===== src/hw/rtl/pio_pkg.sv =====
// Shared types and constants for the periodic image overlap finder.
package pio_pkg;

   localparam int LEN_BITS       = 23;
   localparam int SHIFT_BITS     = 24;
   localparam int NUM_AXES       = 3;
   localparam int NUM_OFS        = 3;
   localparam int NUM_IMAGES     = NUM_OFS * NUM_OFS * NUM_OFS;
   localparam int CENTER_IMAGE   = (NUM_IMAGES - 1) / 2;
   localparam int CSR_INDEX_BITS = 2;

   // offset codes along one axis, also the bit position in an axis_hit_type
   localparam int OFS_NEG  = 0;
   localparam int OFS_ZERO = 1;
   localparam int OFS_POS  = 2;

   typedef enum logic [CSR_INDEX_BITS-1:0] {
      CSR_LEN_X    = 2'd0,
      CSR_LEN_Y    = 2'd1,
      CSR_LEN_Z    = 2'd2,
      CSR_PERIODIC = 2'd3
   } csr_index_type;

   typedef logic [LEN_BITS-1:0]   len_type;
   typedef logic [NUM_OFS-1:0]    axis_hit_type;
   typedef logic [NUM_IMAGES-1:0] image_mask_type;

endpackage


===== src/hw/rtl/periodic_image_overlap_finder.sv =====
// Top level of the periodic image overlap finder: registers and pipeline wiring.
//
// Usage:
//  - Command channel: a word (target box and source box corners) is taken at
//    a rising edge with start high and busy low.
//  - Result channel: rsp_valid marks each result word for exactly one cycle;
//    the receiver has no way to hold it off. Matching shifts come out in
//    x-outer, z-inner scan order, rsp_last flags the final word of a command,
//    and a command with no match gives one word with rsp_found low.
//  - Register channel: csr_ready is always high; index 0..2 set the domain
//    length along x/y/z, index 3 the periodic mask. Write only while idle.
// Path: the first result word passes the shift adders, comparators, mask fold,
//   emitter and output register, each of them registered.
// Flow: the emitter sends one word per cycle and takes the next mask in the
//   cycle it forms the current command's last word, so commands stream
//   back to back. busy rises only when the emitter backs up the pipeline.
// Reset: synchronous, clears all stage valids and sets lengths to 1 and
//   the periodic mask to 0.
module periodic_image_overlap_finder
   import pio_pkg::*;
#(
   parameter int DIMS       = 3,
   parameter int COORD_BITS = 24
) (
   input  logic                         clock,
   input  logic                         reset,
   // command channel
   input  logic                         start,
   output logic                         busy,
   input  logic signed [COORD_BITS-1:0] req_target_lo_x,
   input  logic signed [COORD_BITS-1:0] req_target_lo_y,
   input  logic signed [COORD_BITS-1:0] req_target_lo_z,
   input  logic signed [COORD_BITS-1:0] req_target_hi_x,
   input  logic signed [COORD_BITS-1:0] req_target_hi_y,
   input  logic signed [COORD_BITS-1:0] req_target_hi_z,
   input  logic signed [COORD_BITS-1:0] req_src_lo_x,
   input  logic signed [COORD_BITS-1:0] req_src_lo_y,
   input  logic signed [COORD_BITS-1:0] req_src_lo_z,
   input  logic signed [COORD_BITS-1:0] req_src_hi_x,
   input  logic signed [COORD_BITS-1:0] req_src_hi_y,
   input  logic signed [COORD_BITS-1:0] req_src_hi_z,
   // result channel
   output logic                         rsp_valid,
   output logic signed [SHIFT_BITS-1:0] rsp_shift_x,
   output logic signed [SHIFT_BITS-1:0] rsp_shift_y,
   output logic signed [SHIFT_BITS-1:0] rsp_shift_z,
   output logic                         rsp_found,
   output logic                         rsp_last,
   // register write channel
   input  logic                         csr_valid,
   output logic                         csr_ready,
   input  logic [CSR_INDEX_BITS-1:0]    csr_index,
   input  logic [LEN_BITS-1:0]          csr_data
);

   // shifted corners need room for a full coordinate plus a signed length
   localparam int SUM_BITS = ((COORD_BITS > LEN_BITS + 1) ? COORD_BITS : LEN_BITS + 1) + 1;

   // ---------------- registers ----------------
   len_type             len_ff [NUM_AXES];
   logic [NUM_AXES-1:0] periodic_ff;
   logic                csr_write;

   assign csr_ready = 1'b1;
   assign csr_write = csr_valid && csr_ready;

   always_ff @(posedge clock) begin
      if (reset) begin
         for (int d = 0; d < NUM_AXES; d++) begin
            len_ff[d] <= len_type'(1);
         end
         periodic_ff <= '0;
      end else if (csr_write) begin
         case (csr_index_type'(csr_index))
            CSR_LEN_X:    len_ff[0]   <= csr_data;
            CSR_LEN_Y:    len_ff[1]   <= csr_data;
            CSR_LEN_Z:    len_ff[2]   <= csr_data;
            CSR_PERIODIC: periodic_ff <= csr_data[NUM_AXES-1:0];
            default:      periodic_ff <= periodic_ff;
         endcase
      end
   end

   // ---------------- command fields as per-axis arrays ----------------
   logic signed [COORD_BITS-1:0] tlo [NUM_AXES];
   logic signed [COORD_BITS-1:0] thi [NUM_AXES];
   logic signed [COORD_BITS-1:0] slo [NUM_AXES];
   logic signed [COORD_BITS-1:0] shi [NUM_AXES];

   assign tlo[0] = req_target_lo_x;
   assign tlo[1] = req_target_lo_y;
   assign tlo[2] = req_target_lo_z;
   assign thi[0] = req_target_hi_x;
   assign thi[1] = req_target_hi_y;
   assign thi[2] = req_target_hi_z;
   assign slo[0] = req_src_lo_x;
   assign slo[1] = req_src_lo_y;
   assign slo[2] = req_src_lo_z;
   assign shi[0] = req_src_hi_x;
   assign shi[1] = req_src_hi_y;
   assign shi[2] = req_src_hi_z;

   // ---------------- pipeline ----------------
   logic s1_ready, s1_valid;
   logic s2_ready, s2_valid;
   logic s3_ready, s3_valid;
   logic em_ready;

   logic signed [SUM_BITS-1:0] s1_tlo     [NUM_AXES];
   logic signed [SUM_BITS-1:0] s1_thi     [NUM_AXES];
   logic signed [SUM_BITS-1:0] s1_slo     [NUM_AXES];
   logic signed [SUM_BITS-1:0] s1_shi     [NUM_AXES];
   logic signed [SUM_BITS-1:0] s1_slo_neg [NUM_AXES];
   logic signed [SUM_BITS-1:0] s1_slo_pos [NUM_AXES];
   logic signed [SUM_BITS-1:0] s1_shi_neg [NUM_AXES];
   logic signed [SUM_BITS-1:0] s1_shi_pos [NUM_AXES];
   axis_hit_type               s2_hit     [NUM_AXES];
   image_mask_type             s3_mask;

   // busy only when the first stage is full and cannot move on
   assign busy = !s1_ready;

   pio_shift_stage #(
      .COORD_BITS (COORD_BITS),
      .SUM_BITS   (SUM_BITS)
   ) u_shift (
      .clock       (clock),
      .reset       (reset),
      .in_valid    (start),
      .in_ready    (s1_ready),
      .tlo         (tlo),
      .thi         (thi),
      .slo         (slo),
      .shi         (shi),
      .len         (len_ff),
      .out_valid   (s1_valid),
      .out_ready   (s2_ready),
      .out_tlo     (s1_tlo),
      .out_thi     (s1_thi),
      .out_slo     (s1_slo),
      .out_shi     (s1_shi),
      .out_slo_neg (s1_slo_neg),
      .out_slo_pos (s1_slo_pos),
      .out_shi_neg (s1_shi_neg),
      .out_shi_pos (s1_shi_pos)
   );

   pio_compare_stage #(
      .DIMS     (DIMS),
      .SUM_BITS (SUM_BITS)
   ) u_compare (
      .clock     (clock),
      .reset     (reset),
      .in_valid  (s1_valid),
      .in_ready  (s2_ready),
      .tlo       (s1_tlo),
      .thi       (s1_thi),
      .slo       (s1_slo),
      .shi       (s1_shi),
      .slo_neg   (s1_slo_neg),
      .slo_pos   (s1_slo_pos),
      .shi_neg   (s1_shi_neg),
      .shi_pos   (s1_shi_pos),
      .out_valid (s2_valid),
      .out_ready (s3_ready),
      .out_hit   (s2_hit)
   );

   pio_mask_stage #(
      .DIMS (DIMS)
   ) u_mask (
      .clock     (clock),
      .reset     (reset),
      .in_valid  (s2_valid),
      .in_ready  (s3_ready),
      .hit       (s2_hit),
      .periodic  (periodic_ff),
      .out_valid (s3_valid),
      .out_ready (em_ready),
      .out_mask  (s3_mask)
   );

   // lengths read live: user must change registers only while idle; not enforced
   pio_emitter u_emitter (
      .clock       (clock),
      .reset       (reset),
      .in_valid    (s3_valid),
      .in_ready    (em_ready),
      .mask        (s3_mask),
      .len         (len_ff),
      .rsp_valid   (rsp_valid),
      .rsp_shift_x (rsp_shift_x),
      .rsp_shift_y (rsp_shift_y),
      .rsp_shift_z (rsp_shift_z),
      .rsp_found   (rsp_found),
      .rsp_last    (rsp_last)
   );

endmodule


===== src/hw/rtl/pio_shift_stage.sv =====
// Stage 1: registers the boxes and forms the source corners shifted by +/- length.
module pio_shift_stage
   import pio_pkg::*;
#(
   parameter int COORD_BITS = 24,
   parameter int SUM_BITS   = 25
) (
   input  logic                         clock,
   input  logic                         reset,
   input  logic                         in_valid,
   output logic                         in_ready,
   input  logic signed [COORD_BITS-1:0] tlo [NUM_AXES],
   input  logic signed [COORD_BITS-1:0] thi [NUM_AXES],
   input  logic signed [COORD_BITS-1:0] slo [NUM_AXES],
   input  logic signed [COORD_BITS-1:0] shi [NUM_AXES],
   input  len_type                      len [NUM_AXES],
   output logic                         out_valid,
   input  logic                         out_ready,
   output logic signed [SUM_BITS-1:0]   out_tlo     [NUM_AXES],
   output logic signed [SUM_BITS-1:0]   out_thi     [NUM_AXES],
   output logic signed [SUM_BITS-1:0]   out_slo     [NUM_AXES],
   output logic signed [SUM_BITS-1:0]   out_shi     [NUM_AXES],
   output logic signed [SUM_BITS-1:0]   out_slo_neg [NUM_AXES],
   output logic signed [SUM_BITS-1:0]   out_slo_pos [NUM_AXES],
   output logic signed [SUM_BITS-1:0]   out_shi_neg [NUM_AXES],
   output logic signed [SUM_BITS-1:0]   out_shi_pos [NUM_AXES]
);

   logic                       valid_ff;
   logic signed [SUM_BITS-1:0] tlo_ff [NUM_AXES], tlo_in [NUM_AXES];
   logic signed [SUM_BITS-1:0] thi_ff [NUM_AXES], thi_in [NUM_AXES];
   logic signed [SUM_BITS-1:0] slo_ff [NUM_AXES], slo_in [NUM_AXES];
   logic signed [SUM_BITS-1:0] shi_ff [NUM_AXES], shi_in [NUM_AXES];
   logic signed [SUM_BITS-1:0] slo_neg_ff [NUM_AXES], slo_neg_in [NUM_AXES];
   logic signed [SUM_BITS-1:0] slo_pos_ff [NUM_AXES], slo_pos_in [NUM_AXES];
   logic signed [SUM_BITS-1:0] shi_neg_ff [NUM_AXES], shi_neg_in [NUM_AXES];
   logic signed [SUM_BITS-1:0] shi_pos_ff [NUM_AXES], shi_pos_in [NUM_AXES];
   logic signed [SUM_BITS-1:0] len_ext [NUM_AXES];
   logic                       load;

   assign in_ready = !valid_ff || out_ready;
   assign load     = in_valid && in_ready;

   always_comb begin
      for (int d = 0; d < NUM_AXES; d++) begin
         len_ext[d]    = $signed(SUM_BITS'(len[d]));
         tlo_in[d]     = SUM_BITS'(tlo[d]);
         thi_in[d]     = SUM_BITS'(thi[d]);
         slo_in[d]     = SUM_BITS'(slo[d]);
         shi_in[d]     = SUM_BITS'(shi[d]);
         slo_neg_in[d] = slo_in[d] - len_ext[d];
         slo_pos_in[d] = slo_in[d] + len_ext[d];
         shi_neg_in[d] = shi_in[d] - len_ext[d];
         shi_pos_in[d] = shi_in[d] + len_ext[d];
      end
   end

   always_ff @(posedge clock) begin
      if (reset) begin
         valid_ff <= 1'b0;
      end else if (in_ready) begin
         valid_ff <= in_valid;
      end
   end

   always_ff @(posedge clock) begin
      if (load) begin
         tlo_ff     <= tlo_in;
         thi_ff     <= thi_in;
         slo_ff     <= slo_in;
         shi_ff     <= shi_in;
         slo_neg_ff <= slo_neg_in;
         slo_pos_ff <= slo_pos_in;
         shi_neg_ff <= shi_neg_in;
         shi_pos_ff <= shi_pos_in;
      end
   end

   assign out_valid   = valid_ff;
   assign out_tlo     = tlo_ff;
   assign out_thi     = thi_ff;
   assign out_slo     = slo_ff;
   assign out_shi     = shi_ff;
   assign out_slo_neg = slo_neg_ff;
   assign out_slo_pos = slo_pos_ff;
   assign out_shi_neg = shi_neg_ff;
   assign out_shi_pos = shi_pos_ff;

endmodule


===== src/hw/rtl/pio_compare_stage.sv =====
// Stage 2: per-axis overlap tests for the three offsets of each axis.
module pio_compare_stage
   import pio_pkg::*;
#(
   parameter int DIMS     = 3,
   parameter int SUM_BITS = 25
) (
   input  logic                       clock,
   input  logic                       reset,
   input  logic                       in_valid,
   output logic                       in_ready,
   input  logic signed [SUM_BITS-1:0] tlo     [NUM_AXES],
   input  logic signed [SUM_BITS-1:0] thi     [NUM_AXES],
   input  logic signed [SUM_BITS-1:0] slo     [NUM_AXES],
   input  logic signed [SUM_BITS-1:0] shi     [NUM_AXES],
   input  logic signed [SUM_BITS-1:0] slo_neg [NUM_AXES],
   input  logic signed [SUM_BITS-1:0] slo_pos [NUM_AXES],
   input  logic signed [SUM_BITS-1:0] shi_neg [NUM_AXES],
   input  logic signed [SUM_BITS-1:0] shi_pos [NUM_AXES],
   output logic                       out_valid,
   input  logic                       out_ready,
   output axis_hit_type               out_hit [NUM_AXES]
);

   logic         valid_ff;
   axis_hit_type hit_ff [NUM_AXES];
   axis_hit_type hit_in [NUM_AXES];
   logic         nonempty [NUM_AXES];
   logic         load;

   assign in_ready = !valid_ff || out_ready;
   assign load     = in_valid && in_ready;

   // [slo+s, shi+s] meets [tlo, thi] when both boxes are nonempty and each
   // low corner sits at or below the other's high corner
   always_comb begin
      for (int d = 0; d < NUM_AXES; d++) begin
         nonempty[d] = (tlo[d] <= thi[d]) && (slo[d] <= shi[d]);
         hit_in[d][OFS_NEG]  = nonempty[d] && (tlo[d] <= shi_neg[d]) && (slo_neg[d] <= thi[d]);
         hit_in[d][OFS_ZERO] = nonempty[d] && (tlo[d] <= shi[d]) && (slo[d] <= thi[d]);
         hit_in[d][OFS_POS]  = nonempty[d] && (tlo[d] <= shi_pos[d]) && (slo_pos[d] <= thi[d]);
         if (d >= DIMS) begin
            hit_in[d] = '1;
         end
      end
   end

   always_ff @(posedge clock) begin
      if (reset) begin
         valid_ff <= 1'b0;
      end else if (in_ready) begin
         valid_ff <= in_valid;
      end
   end

   always_ff @(posedge clock) begin
      if (load) begin
         hit_ff <= hit_in;
      end
   end

   assign out_valid = valid_ff;
   assign out_hit   = hit_ff;

endmodule


===== src/hw/rtl/pio_mask_stage.sv =====
// Stage 3: folds per-axis hits and the periodic mask into one bit per image.
module pio_mask_stage
   import pio_pkg::*;
#(
   parameter int DIMS = 3
) (
   input  logic                clock,
   input  logic                reset,
   input  logic                in_valid,
   output logic                in_ready,
   input  axis_hit_type        hit [NUM_AXES],
   input  logic [NUM_AXES-1:0] periodic,
   output logic                out_valid,
   input  logic                out_ready,
   output image_mask_type      out_mask
);

   logic           valid_ff;
   image_mask_type mask_ff;
   image_mask_type mask_in;
   logic           load;

   assign in_ready = !valid_ff || out_ready;
   assign load     = in_valid && in_ready;

   // image k = ox*9 + oy*3 + oz, so ascending bits follow x-outer scan order
   always_comb begin
      int   k;
      int   ofs [NUM_AXES];
      logic sel;
      k       = 0;
      mask_in = '0;
      for (int ox = 0; ox < NUM_OFS; ox++) begin
         for (int oy = 0; oy < NUM_OFS; oy++) begin
            for (int oz = 0; oz < NUM_OFS; oz++) begin
               ofs[0] = ox;
               ofs[1] = oy;
               ofs[2] = oz;
               sel    = (k != CENTER_IMAGE);
               for (int d = 0; d < NUM_AXES; d++) begin
                  if (ofs[d] != OFS_ZERO && (d >= DIMS || !periodic[d])) begin
                     sel = 1'b0;
                  end
                  sel = sel && hit[d][ofs[d]];
               end
               mask_in[k] = sel;
               k = k + 1;
            end
         end
      end
   end

   always_ff @(posedge clock) begin
      if (reset) begin
         valid_ff <= 1'b0;
      end else if (in_ready) begin
         valid_ff <= in_valid;
      end
   end

   always_ff @(posedge clock) begin
      if (load) begin
         mask_ff <= mask_in;
      end
   end

   assign out_valid = valid_ff;
   assign out_mask  = mask_ff;

endmodule


===== src/hw/rtl/pio_emitter.sv =====
// Result emitter: drains one image mask, one matching shift per cycle.
module pio_emitter
   import pio_pkg::*;
(
   input  logic                         clock,
   input  logic                         reset,
   input  logic                         in_valid,
   output logic                         in_ready,
   input  image_mask_type               mask,
   input  len_type                      len [NUM_AXES],
   output logic                         rsp_valid,
   output logic signed [SHIFT_BITS-1:0] rsp_shift_x,
   output logic signed [SHIFT_BITS-1:0] rsp_shift_y,
   output logic signed [SHIFT_BITS-1:0] rsp_shift_z,
   output logic                         rsp_found,
   output logic                         rsp_last
);

   logic                         em_valid_ff;
   image_mask_type               em_mask_ff;
   image_mask_type               em_mask_in;
   image_mask_type               mask_dec;
   image_mask_type               low_bit;
   image_mask_type               rest;
   logic                         done;
   logic                         load;
   logic [NUM_AXES-1:0]          neg;
   logic [NUM_AXES-1:0]          pos;
   logic signed [SHIFT_BITS-1:0] shift_in [NUM_AXES];
   logic signed [SHIFT_BITS-1:0] shift_ff [NUM_AXES];
   logic                         rsp_valid_ff;
   logic                         found_ff;
   logic                         last_ff;

   assign mask_dec = em_mask_ff - image_mask_type'(1);
   assign low_bit  = em_mask_ff & ~mask_dec;
   assign rest     = em_mask_ff & mask_dec;
   // an empty mask is also done on its first word: the no-match word
   assign done     = em_valid_ff && (rest == '0);
   assign in_ready = !em_valid_ff || done;
   assign load     = in_valid && in_ready;

   always_comb begin
      int k;
      k   = 0;
      neg = '0;
      pos = '0;
      for (int ox = 0; ox < NUM_OFS; ox++) begin
         for (int oy = 0; oy < NUM_OFS; oy++) begin
            for (int oz = 0; oz < NUM_OFS; oz++) begin
               if (low_bit[k]) begin
                  neg[0] = neg[0] | (ox == OFS_NEG);
                  pos[0] = pos[0] | (ox == OFS_POS);
                  neg[1] = neg[1] | (oy == OFS_NEG);
                  pos[1] = pos[1] | (oy == OFS_POS);
                  neg[2] = neg[2] | (oz == OFS_NEG);
                  pos[2] = pos[2] | (oz == OFS_POS);
               end
               k = k + 1;
            end
         end
      end
      for (int d = 0; d < NUM_AXES; d++) begin
         if (neg[d]) begin
            shift_in[d] = -$signed(SHIFT_BITS'(len[d]));
         end else if (pos[d]) begin
            shift_in[d] = $signed(SHIFT_BITS'(len[d]));
         end else begin
            shift_in[d] = '0;
         end
      end
   end

   always_comb begin
      if (load) begin
         em_mask_in = mask;
      end else begin
         em_mask_in = rest;
      end
   end

   always_ff @(posedge clock) begin
      if (reset) begin
         em_valid_ff  <= 1'b0;
         rsp_valid_ff <= 1'b0;
      end else begin
         rsp_valid_ff <= em_valid_ff;
         if (load) begin
            em_valid_ff <= 1'b1;
         end else if (done) begin
            em_valid_ff <= 1'b0;
         end
      end
   end

   always_ff @(posedge clock) begin
      em_mask_ff <= em_mask_in;
      if (em_valid_ff) begin
         shift_ff <= shift_in;
         found_ff <= (em_mask_ff != '0);
         last_ff  <= (rest == '0);
      end
   end

   assign rsp_valid   = rsp_valid_ff;
   assign rsp_shift_x = shift_ff[0];
   assign rsp_shift_y = shift_ff[1];
   assign rsp_shift_z = shift_ff[2];
   assign rsp_found   = found_ff;
   assign rsp_last    = last_ff;

endmodule

===== config.mk =====
export PLATFORM = sky130hd
export DESIGN_NAME = periodic_image_overlap_finder
export DESIGN_NICKNAME = d
export VERILOG_FILES = /design/src/hw/rtl/pio_pkg.sv /design/src/hw/rtl/periodic_image_overlap_finder.sv /design/src/hw/rtl/pio_shift_stage.sv /design/src/hw/rtl/pio_compare_stage.sv /design/src/hw/rtl/pio_mask_stage.sv /design/src/hw/rtl/pio_emitter.sv
export SDC_FILE = /design/constraint.sdc
export NUM_CORES = 2
export LEC_CHECK = 0
export BUFFER_PORTS_ARGS = -buffer_cell sky130_fd_sc_hd__buf_2
export CORE_ASPECT_RATIO = 1.2
export CORE_UTILIZATION = 50
export DETAILED_ROUTE_END_ITERATION = 10
export PLACE_DENSITY = 0.64
export RECOVER_POWER = 50
export SYNTH_ARGS = -nofsm -noshare
export SYNTH_HDL_FRONTEND = slang
export SYNTH_SLANG_ARGS = --single-unit

===== constraint.sdc =====
create_clock -name clock -period 38.6 [get_ports clock]
set_input_delay 3.86 -clock clock [delete_from_list [all_inputs] [get_ports clock]]
set_output_delay 3.86 -clock clock [all_outputs]
set_load 0.03 [all_outputs]

==> metrics.md <==
| Metric | Value |
|---|---|
| Critical path fanouts, max | `31` |
| Largest area contributor in the netlist | `edfxtp_1` |
| Hold Crit Class | `reg -> reg` |
| Initial DRC count | `3596` |
| Max frequency | `around 120 MHz` |
| Synth unique cells | `slightly above 90` |
| Least-Margin Pin Slew | `around 2.7 ns` |
| CTS Buf Count | `90` |
| Final net count | `between 6000 and 7000` |
| Ports | `~400` |
| Reg-to-Reg Start | `u_emitter.em_mask_ff[3]$_DFF_P_` |
| Pre-CTS setup slack | `a little over 30 ns` |
| Total global routing overflow | `0` |
| Gpl congestion | `0.958` |
| Unrepaired setup endpoints after global routing | `no` |
| Reg2reg path depth | `12` |
| Net Count, Synth | `between 6000 and 7000` |
| Number of global-route vias before repair | `around 41000` |
| Clock root buffer | `clkbuf_16` |
| Share of layout cells above drive strength 1 | `roughly 6.3%` |
| Yosys warnings | `0` |
| H-tree Lvls | `3` |
| Crit end category | `primary output` |
| CP Data Arrival Time | `about 4.4 ns` |
| Initial antenna violation count | `14` |
| Core area | `approximately 0.11 mm2` |
| DRT Pass-1 Iters | `6` |
| Clock period minus final worst setup slack | `8.25 ns` |
| Register area share after synthesis | `between 40% and 50%` |
| Mapped Area | `0.0541 mm2` |
| Clock buffer depth | `3` |
| Status | `complete, but fails checks` |
| Final count of pins violating max slew | `208` |
| Largest cells by area after synthesis | `edfxtp_1 (38%), ha_1 (20%), a21oi_1 (4.2%), dfxtp_1 (3.8%), inv_1 (3.8%)` |
| Setup slack after layout | `approximately 30 ns` |
| Setup Total Neg Slack | `0 ns` |
| Hold buffers post-CTS | `0` |
| Via-to-Cell Ratio | `5.86` |
| Failing checks | `capacitance limit, slew limit` |
| Syn_area_per_cell | `10.1 um2` |
| Worst Skew | `between 0.03 and 0.04 ns` |
| Dpl hpwl | `about 140 mm` |
| # Post-CTS Setup Buffers | `0` |
| Die X | `roughly 300 um` |
| R2r setup slk | `30.57 ns` |
| Final Core Density | `between 50% and 60%` |
| Post-Route WL | `around 170 mm` |
| Initial Util | `around half` |
| Global-route wire length before repair | `247 mm` |
| IO buf count | `between 300 and 400` |
| CTS tree | `done` |
| GRT Total Usage | `a little over 30%` |
| Max VDD drop | `around 0.04 mV` |
| Die Ht | `362 um` |
| Leakage | `about 26 nW` |
| #FFs+latches synth | `~800` |
| Post-CTS resize count | `0` |
| Number of nets with antenna violations after routing | `0` |
| Routed vias | `roughly 42000` |
| Area Overhead vs Synth | `11.2%` |
| Final setup viols | `0` |
| Row count | `around 130` |
| Largest net degree at the start of global routing | `87` |
| Drt wl/cell | `about 24 um` |
| Slew margin rel. | `-78.4%` |
| Worst Setup SP | `u_emitter.em_mask_ff[3]$_DFF_P_` |
| Reg2Reg Capture Point | `u_shift.out_shi_neg[49]$_DFFE_PP_` |
| Post-synth EDFFs | `between 600 and 700` |
| Critical path type | `reg -> out` |
| Post-synth ARST share | `0%` |
| Sequential Area | `0.0228 mm2` |
| Hold path endpoint | `u_emitter.em_mask_ff[19]$_DFF_P_` |
| Die area | `between 0.1 and 0.15 mm2` |
| Final period util | `around a fifth` |
| Multi-input logic area | `between 0.02 and 0.03 mm2` |
| DRC | `0` |
| Min-Delay Path Depth | `1` |
| Synth Flop Type | `edfxtp_1` |
| Critical Path RT | `around 35 ns` |
| Cell area power density | `40.1 mW/mm2` |
| Clk pin slew, worst setup/hold paths | `0.06 ns` |
| TritonCTS Sinks | `roughly 800` |
| FILL cells | `~9600` |
| Fin. Hold Viols | `0` |
| Startpoint Class | `flop` |
| Synth Instances | `~5300` |
| Clk_lat worst skew | `about 0.7 ns` |
| Worst hold path startpoint | `u_mask.out_mask[19]$_DFFE_PP_` |
| Max cap viols | `6` |
| Yosys top cell area share | `between 30% and 40%` |
[cells in the mapped netlist (12+ instances only)]
| cell | instances |
|---|---|
| ha_1 | 861 |
| edfxtp_1 | 691 |
| inv_1 | 541 |
| a21oi_1 | 454 |
| nor2_1 | 402 |
| nand2_1 | 302 |
| o21ai_0 | 265 |
| xnor2_1 | 183 |
| a21o_1 | 163 |
| clkbuf_1 | 136 |
| nand4_1 | 118 |
| dfxtp_1 | 104 |
| nor3_1 | 101 |
| nor2b_1 | 100 |
| nand3_1 | 85 |
| xor2_1 | 65 |
| nand2b_1 | 63 |
| o21a_1 | 61 |
| o21bai_1 | 54 |
| or3_1 | 44 |
| a211oi_1 | 41 |
| nor4_1 | 41 |
| a31oi_1 | 38 |
| o211ai_1 | 32 |
| and3_1 | 29 |
| o31ai_1 | 28 |
| o22ai_1 | 23 |
| mux2i_1 | 19 |
| a211o_1 | 15 |
| o31a_1 | 15 |
| o41ai_1 | 14 |
| or4_1 | 14 |
| a2111oi_0 | 13 |
| a21boi_0 | 13 |
| a221oi_1 | 13 |
| nor3b_1 | 13 |
| o311ai_0 | 13 |
| fa_1 | 12 |
| or2_2 | 12 |
[power by group]
| part | total [mW] | switching (mW) | internal, mW |
|---|---|---|---|
| Clock | 0.901 | 0.370 | 0.530 |
| Sequential | 1.04 | 0.0346 | 1.01 |
| Combinational | 0.469 | 0.290 | 0.178 |
[state kept, by name, summed over array words and instances (netlist names), 9 cells and up]
signal / cells
u_shift.out_tlo: 72
u_shift.out_slo_neg: 72
u_emitter.rsp_shift_z: 24
u_shift.out_slo_pos: 75
u_shift.out_shi_neg: 72
u_compare.out_hit: 9
u_shift.out_slo: 72
u_emitter.rsp_shift_y: 24
u_shift.out_shi_pos: 75
u_emitter.em_mask_ff: 27
u_shift.out_thi: 72
len_ff: 69
u_emitter.rsp_shift_x: 24
u_shift.out_shi: 72
u_mask.out_mask: 26
[worst max-delay path, stage by stage (launching register included)]
cell and delay (ns):
dfxtp_1 0.34, or4_1 0.73, or3_1 0.89, a21oi_1 0.37, o22ai_1 0.13, a2111oi_0 0.39
o211a_1 0.24, nor2b_1 0.06, and4_1 0.31, buf_2 0.22
[per-stage QoR]
stage                     area, um2  instances  power (mW)  hold WS [ns]
after global placement        57500       7012        1.51         0.448
after CTS                     60500       7179        2.42         0.473
after detailed placement      57500       7012        1.52         0.461
final                         60200       7183        2.41         0.455
after global routing          60200       7180        2.51         0.472
after floorplan               54100       5346        1.38         0.439
[worst max-delay path by stage]
stage	endpoint	slack, ns	depth (start not counted)
floorplan	u_shift.out_shi[0]$_DFFE_PP_	8.20	1
global route	u_shift.out_shi_neg[49]$_DFFE_PP_	29.70	12
finish	busy	30.35	9
global placement	u_shift.out_shi_neg[72]$_DFFE_PP_	30.86	11
CTS	busy	30.70	9
detailed placement	u_shift.out_shi_neg[72]$_DFFE_PP_	30.85	11
[routing by layer]
metal	part of all wire (%)	vias up	track usage [%]
li1	-	20200	-
met1	41	20100	38.3
met2	47	1449	51.0
met3	6.7	322	4.61
met4	5.2	8	14.7
met5	0.033	-	0
[cells in the final DEF, fill, tap and decap left out, types with 37 or more instances in the layout]
cell,synthesis,layout
nand2b_1,63,64
xnor2_1,183,183
ha_1,861,861
inv_1,541,541
o21bai_1,54,54
a21o_1,163,163
nand3_1,85,85
nor4_1,41,41
a31oi_1,38,37
o21ai_0,265,266
nor2b_1,100,100
or3_1,44,46
clkbuf_1,136,246
clkbuf_16,0,94
a211oi_1,41,40
nand4_1,118,118
dfxtp_1,104,104
xor2_1,65,65
nor2_1,402,402
o21a_1,61,61
buf_2,3,177
nor3_1,101,103
a21oi_1,454,454
nand2_1,302,302
edfxtp_1,691,691
[final cells by class]
class,instances,area share [%]
Sequential cell,795,37.9
Tap cell,1396,2.90
Timing Repair Buffer,417,3.06
Clock inverter,45,0.855
Multi-Input combinational cell,3863,47.7
Antenna cell,4,0.0166
Inverter,541,3.37
Clock buffer,122,4.18
[cells by family (layout without fill, tap and decap cells)]
group / Yosys count / count (layout) / share of synthesized area (%)
buffers and inverters: 688 / 1125 / 4.81
xor gates and xnor gates: 248 / 248 / 4.01
other: 1 / 5 / 0.00693
DFF: 795 / 795 / 42.2
AOI/OAI and AO/OA: 1340 / 1340 / 15.6
and+or+nand+nor: 1374 / 1374 / 12.5
muxes: 26 / 26 / 0.518
adders and majority gates: 874 / 874 / 20.4
Power figures use the tool's default switching activity.
